<file path="src/design/assert_macros.svh">
// ----------------------------------------------------------------------------
// assertion macros
// concurrent assertion wrappers, empty when NO_ASSERTIONS is set
// ----------------------------------------------------------------------------
`ifndef ASSERT_MACROS_SVH
`define ASSERT_MACROS_SVH
`ifndef NO_ASSERTIONS
`define MBS_ASSERT(label, clk, rst, prop, msg) \
   label: assert property (@(posedge clk) disable iff (rst) prop) else $error(msg);
`define MBS_ASSERT_NR(label, clk, prop, msg) \
   label: assert property (@(posedge clk) prop) else $error(msg);
`else
`define MBS_ASSERT(label, clk, rst, prop, msg)
`define MBS_ASSERT_NR(label, clk, prop, msg)
`endif
`endif

</file>
<file path="src/design/mbs_pkg.sv">
// ----------------------------------------------------------------------------
// mbs_pkg
// types, codes and crc helper of the modbus rtu holding register slave
// ----------------------------------------------------------------------------
package mbs_pkg;

   localparam int FRAME_BYTES_DEF = 256;
   localparam int NUM_REGS_DEF    = 64;
   localparam int LEN_W           = 9;
   localparam int CSR_AW          = 3;

   localparam logic [15:0] CRC_INIT = 16'hFFFF;
   localparam logic [15:0] CRC_POLY = 16'hA001;

   localparam logic [7:0] EXC_FLAG         = 8'h80;
   localparam logic [7:0] EXC_ILLEGAL_FUNC = 8'h01;
   localparam logic [7:0] EXC_ILLEGAL_ADDR = 8'h02;
   localparam logic [7:0] BCAST_ADDR       = 8'h00;
   localparam logic [7:0] FUNC_READ        = 8'h03;
   localparam logic [7:0] FUNC_WRITE       = 8'h10;
   localparam logic [7:0] SLAVE_ADDR_RST   = 8'h01;

   localparam logic CSR_SLAVE_ADDRESS = 1'b0;

   localparam logic [1:0] REQ_BYTE = 2'd0;
   localparam logic [1:0] REQ_END  = 2'd1;
   localparam logic [1:0] REQ_PULL = 2'd2;

   localparam logic [2:0] FS_NONE    = 3'd0;
   localparam logic [2:0] FS_RESP    = 3'd1;
   localparam logic [2:0] FS_SILENT  = 3'd2;
   localparam logic [2:0] FS_BAD     = 3'd3;
   localparam logic [2:0] FS_NOADDR  = 3'd4;

   localparam logic [LEN_W-1:0] MIN_FRAME = 9'd4;
   localparam logic [LEN_W-1:0] READ_LEN  = 9'd8;
   localparam logic [LEN_W-1:0] WRITE_MIN = 9'd7;
   localparam logic [LEN_W-1:0] WRITE_OVH = 9'd9;
   localparam logic [LEN_W-1:0] WDATA_POS = 9'd7;
   localparam logic [LEN_W-1:0] HDR_LAST  = 9'd6;

   typedef struct packed {
      logic [1:0] req_type;
      logic [7:0] rx_byte;
   } mbs_req_type;

   typedef struct packed {
      logic [2:0] frame_status;
      logic       tx_valid;
      logic [7:0] tx_byte;
      logic       tx_last;
   } mbs_rsp_type;

   function automatic logic [15:0] crc_byte(input logic [15:0] crc, input logic [7:0] data);
      logic [15:0] acc;
      acc = crc ^ {8'h00, data};
      for (int b = 0; b < 8; b++) begin
         acc = acc[0] ? ((acc >> 1) ^ CRC_POLY) : (acc >> 1);
      end
      return acc;
   endfunction

endpackage

</file>
<file path="src/design/mbs_regfile.sv">
// ----------------------------------------------------------------------------
// mbs_regfile
// holding register memory, one write and one registered read port,
// entries read as zero until first written
// ----------------------------------------------------------------------------
module mbs_regfile #(
   parameter int NUM_REGS = mbs_pkg::NUM_REGS_DEF,
   parameter int RA       = (NUM_REGS > 1) ? $clog2(NUM_REGS) : 1
) (
   input  logic          clock,
   input  logic          reset,
   input  logic          we,
   input  logic [RA-1:0] waddr,
   input  logic [15:0]   wdata,
   input  logic [RA-1:0] raddr,
   output logic [15:0]   rdata
);
   import mbs_pkg::*;

   logic [15:0]         mem [NUM_REGS];
   logic [NUM_REGS-1:0] vld_ff;
   logic [15:0]         rd_ff;
   logic                rdv_ff;

   always_ff @(posedge clock) begin
      if (reset) begin
         vld_ff <= '0;
      end else if (we) begin
         vld_ff[waddr] <= 1'b1;
      end
   end

   always_ff @(posedge clock) begin
      if (we) begin
         mem[waddr] <= wdata;
      end
      rd_ff  <= mem[raddr];
      rdv_ff <= vld_ff[raddr];
   end

   assign rdata = rdv_ff ? rd_ff : 16'h0000;

endmodule

</file>
<file path="config.mk">
export PLATFORM = sky130hd
export DESIGN_NAME = mbs_regfile
export DESIGN_NICKNAME = d
export VERILOG_FILES = /design/src/design/assert_macros.svh /design/src/design/mbs_pkg.sv /design/src/design/mbs_regfile.sv
export SDC_FILE = /design/constraint.sdc
export NUM_CORES = 1
export LEC_CHECK = 0
export BUFFER_PORTS_ARGS = -buffer_cell sky130_fd_sc_hd__buf_2
export CAP_MARGIN = 10
export CORE_ASPECT_RATIO = 1.4
export CORE_MARGIN = 3
export CORE_UTILIZATION = 45
export DETAILED_ROUTE_END_ITERATION = 8
export GPL_TIMING_DRIVEN = 0
export PLACE_DENSITY = 0.66
export SLEW_MARGIN = 20
export SYNTH_ARGS = -nofsm -noshare
export SYNTH_HDL_FRONTEND = slang
export SYNTH_SLANG_ARGS = --single-unit
</file>
<file path="constraint.sdc">
create_clock -name clock -period 3 [get_ports clock]
set_clock_uncertainty 0.2 [all_clocks]
set_input_delay 0.3 -clock clock [delete_from_list [all_inputs] [get_ports clock]]
set_output_delay 0.3 -clock clock [all_outputs]
set_load 0.1 [all_outputs]
</file>
==> results.yml <==
status:
  status: "finished clean"
logic_synthesis:
  ys.flop_type: "edfxtp_1"
  ys_seq_area_frac: 0.763
  synth_area_leaders: "edfxtp_1 (73%), mux4_2 (12%), dfxtp_1 (3.8%)"
  synth.top_cell.area_share: 0.725
  synth.cell_area_sq_um: 42400
  yosys.area.top_type: "edfxtp_1"
  synth_edf_count: 1024
  syn_nets: 2099
  ys_types: 38
  synth_area_per_cell_sq_um: 20.5
  ys_ff_latch: 1105
  syn_inst: 2068
  yosysWarnings: 0
  async_flop_share: 0
timing:
  fmax_ghz: 0.341
  finalCritPeriodShare: 0.979
  worst_pin_slew_ns: 1.14
  rsz0062_at_grt: "false"
  hold_viol: 0
  maxSlewViolCount: 0
  setup_viol: 0
  min_period_ns: 2.94
  maxSlewHeadroom: 0.241
  worst_slack_ns: 0.0635
clock_network:
  clk_latency_ns: 0.71
  cts_buffers: 100
  cts_buffer_depth: 3
  tritoncts: "built"
  cts.clk_slew.worst_paths_ns: 0.07
  root_buffer: "clkbuf_16"
  htreeDepth: 3
  cts_sinks: 1105
placement:
  dpl_worst_slack_ns: -0.729
  placed_cell_area_sq_um: 45000
  io_buffers: 40
  place_congestion: 0.990
  hpwl_mm: 75.5
cells_and_area:
  nNetsFinal: 2297
  fillCellCount: 7138
  area_delta_synth_final_pct: 14.4
  drive_gt1_frac: 0.270
  final_cell_area_sq_um: 48500
setup_path:
  cp.required_ns: 3.33
  arrival_ns: 3.26
  end_kind: "flop"
  r2r_cells: 5
  crit_fanout: 10
  crit_type: "in2reg"
  critPathLaunchType: "input port"
global_route:
  antenna_found_initial: 11
  grt_pass1_wl_mm: 161
  grt_start_max_net_pins: 65
  grt_usage: 0.234
  globalRouteOverflowTotal: 0
  grt_pass1_vias: 22200
routing:
  drt_first_pass_iters: 6
  drc: 0
  drtIter0Drc: 2609
  vias: 21500
  via_per_inst: 6.03
  antenna_left: 0
  wl_per_cell_microns: 31.8
  wirelength_mm: 113
floorplan:
  rows: 132
  die_w_microns: 265
  die_h_microns: 369
  dieArea_sq_um: 98000
  core_sq_um: 93000
  pin_count: 47
  start_util: 0.456
power:
  ir_drop_mv: 0.451
  p_total_uw: 32200
  powerDensity_nw_per_um2: 663
  p_leak_uw: 0.0155
min_path:
  min_path_cells: 1
  worstHoldPathType: "in2reg"
flow_run:
  cap_violations: 0
-- sequential cells by signal, summed over array words and instances, names as in the netlist --
| register | count |
|---|---|
| rd_ff | 16 |
| mem | 1024 |
| vld_ff | 64 |
| rdv_ff | 1 |
-- metal layers --
metal / vias up / part of all wire / wire, microns / GRT usage
met2: 1046 / 0.50 / 57000 / 0.395
met1: 11200 / 0.35 / 39500 / 0.275
met4: 6 / 0.071 / 8050 / 0.144
met3: 293 / 0.078 / 8830 / 0.0500
li1: 8915 / - / - / -
met5: - / 0.00041 / 46 / 0
-- logic make-up (layout without fill, tap and decap cells) --
group,Yosys count,count (layout),synth area share
buf+inv,117,402,0.0184
flops,1105,1105,0.763
compound gates,157,157,0.0286
mux,343,343,0.152
other cells,0,8,0
simple gates,346,346,0.0375
-- repair_timing --
action	CTS	global route
resized for setup	0	0
buffers inserted	0	0
hold endpoints to repair	2	14
setup endpoints to repair	0	1
hold buffers	1	4
-- cell usage after synthesis (19+ instances only) --
library cell and number:
nor2_1 191, mux4_2 231, nand2_1 29, edfxtp_1 1024
nand3_1 31, clkbuf_1 43, buf_2 34, dfxtp_1 81
mux2i_1 93, nor2b_1 36, and2_1 19, a22oi_1 60
a221oi_1 22
-- power by group --
part           internal [uW]  switching (uW)
clock                   7620            5630
sequential             17000            33.8
combinational            591            1350
total                  25200            7010
-- area by class of cell --
type / count / area (sq um) / share of cell area
Clock inverter: 62 / 676 / 0.0139
Buffer: 116 / 778 / 0.0160
Sequential cell: 1105 / 32400 / 0.667
Clock buffer: 127 / 2740 / 0.0565
Multi-Input combinational cell: 846 / 9510 / 0.196
Antenna cell: 8 / 20.0 / 0.000412
Tap cell: 1206 / 1510 / 0.0311
Timing Repair Buffer: 97 / 926 / 0.0191
-- cells in the final DEF, fill, tap and decap left out, types with 12 or more instances in the layout --
master	instances
a211oi_1	16
a21oi_1	12
a221oi_1	22
a22oi_1	60
a311oi_1	13
and2_1	19
buf_2	58
buf_4	35
buf_6	43
buf_8	20
bufinv_16	13
clkbuf_1	61
clkbuf_16	105
clkinv_1	12
clkinv_2	22
dfxtp_1	81
edfxtp_1	1024
mux2_2	12
mux2i_1	93
mux4_2	231
nand2_1	29
nand3_1	31
nor2_1	131
nor2_2	45
nor2_4	17
nor2b_1	36
-- through the flow --
stage | cells | TNS [ns] | hold slack, ns | utilization
global placement | 3314 | -380.04 | 0.240 | 0.474
floorplan | 2068 | 0 | 0.199 | -
CTS | 3556 | 0 | 0.0130 | 0.521
global route | 3560 | 0 | 0.00630 | 0.522
detailed placement | 3366 | -8.57 | 0.258 | 0.484
finish | 3567 | 0 | 0.00254 | 0.522
-- worst max-delay path, stage by stage --
cell	delay, ns
buf_4	0.25
buf_4	0.31
buf_2	0.41
buf_2	0.48
mux2i_1	0.63
nand3_1	0.15
a31oi_1	0.55
a311oi_1	0.15
-- final timing paths --
| kind | start | end | slack [ns] |
|---|---|---|---|
| max | raddr[2] | rd_ff[4]$_DFF_P_ | 0.06 |
| min | wdata[2] | mem[5][2]$_DFFE_PP_ | 0.003 |
| max reg2reg | mem[31][8]$_DFFE_PP_ | rd_ff[8]$_DFF_P_ | 0.35 |
| min reg2reg | vld_ff[43]$_SDFFE_PP0P_ | vld_ff[43]$_SDFFE_PP0P_ | 0.27 |
(Power assumes the default switching activity.)
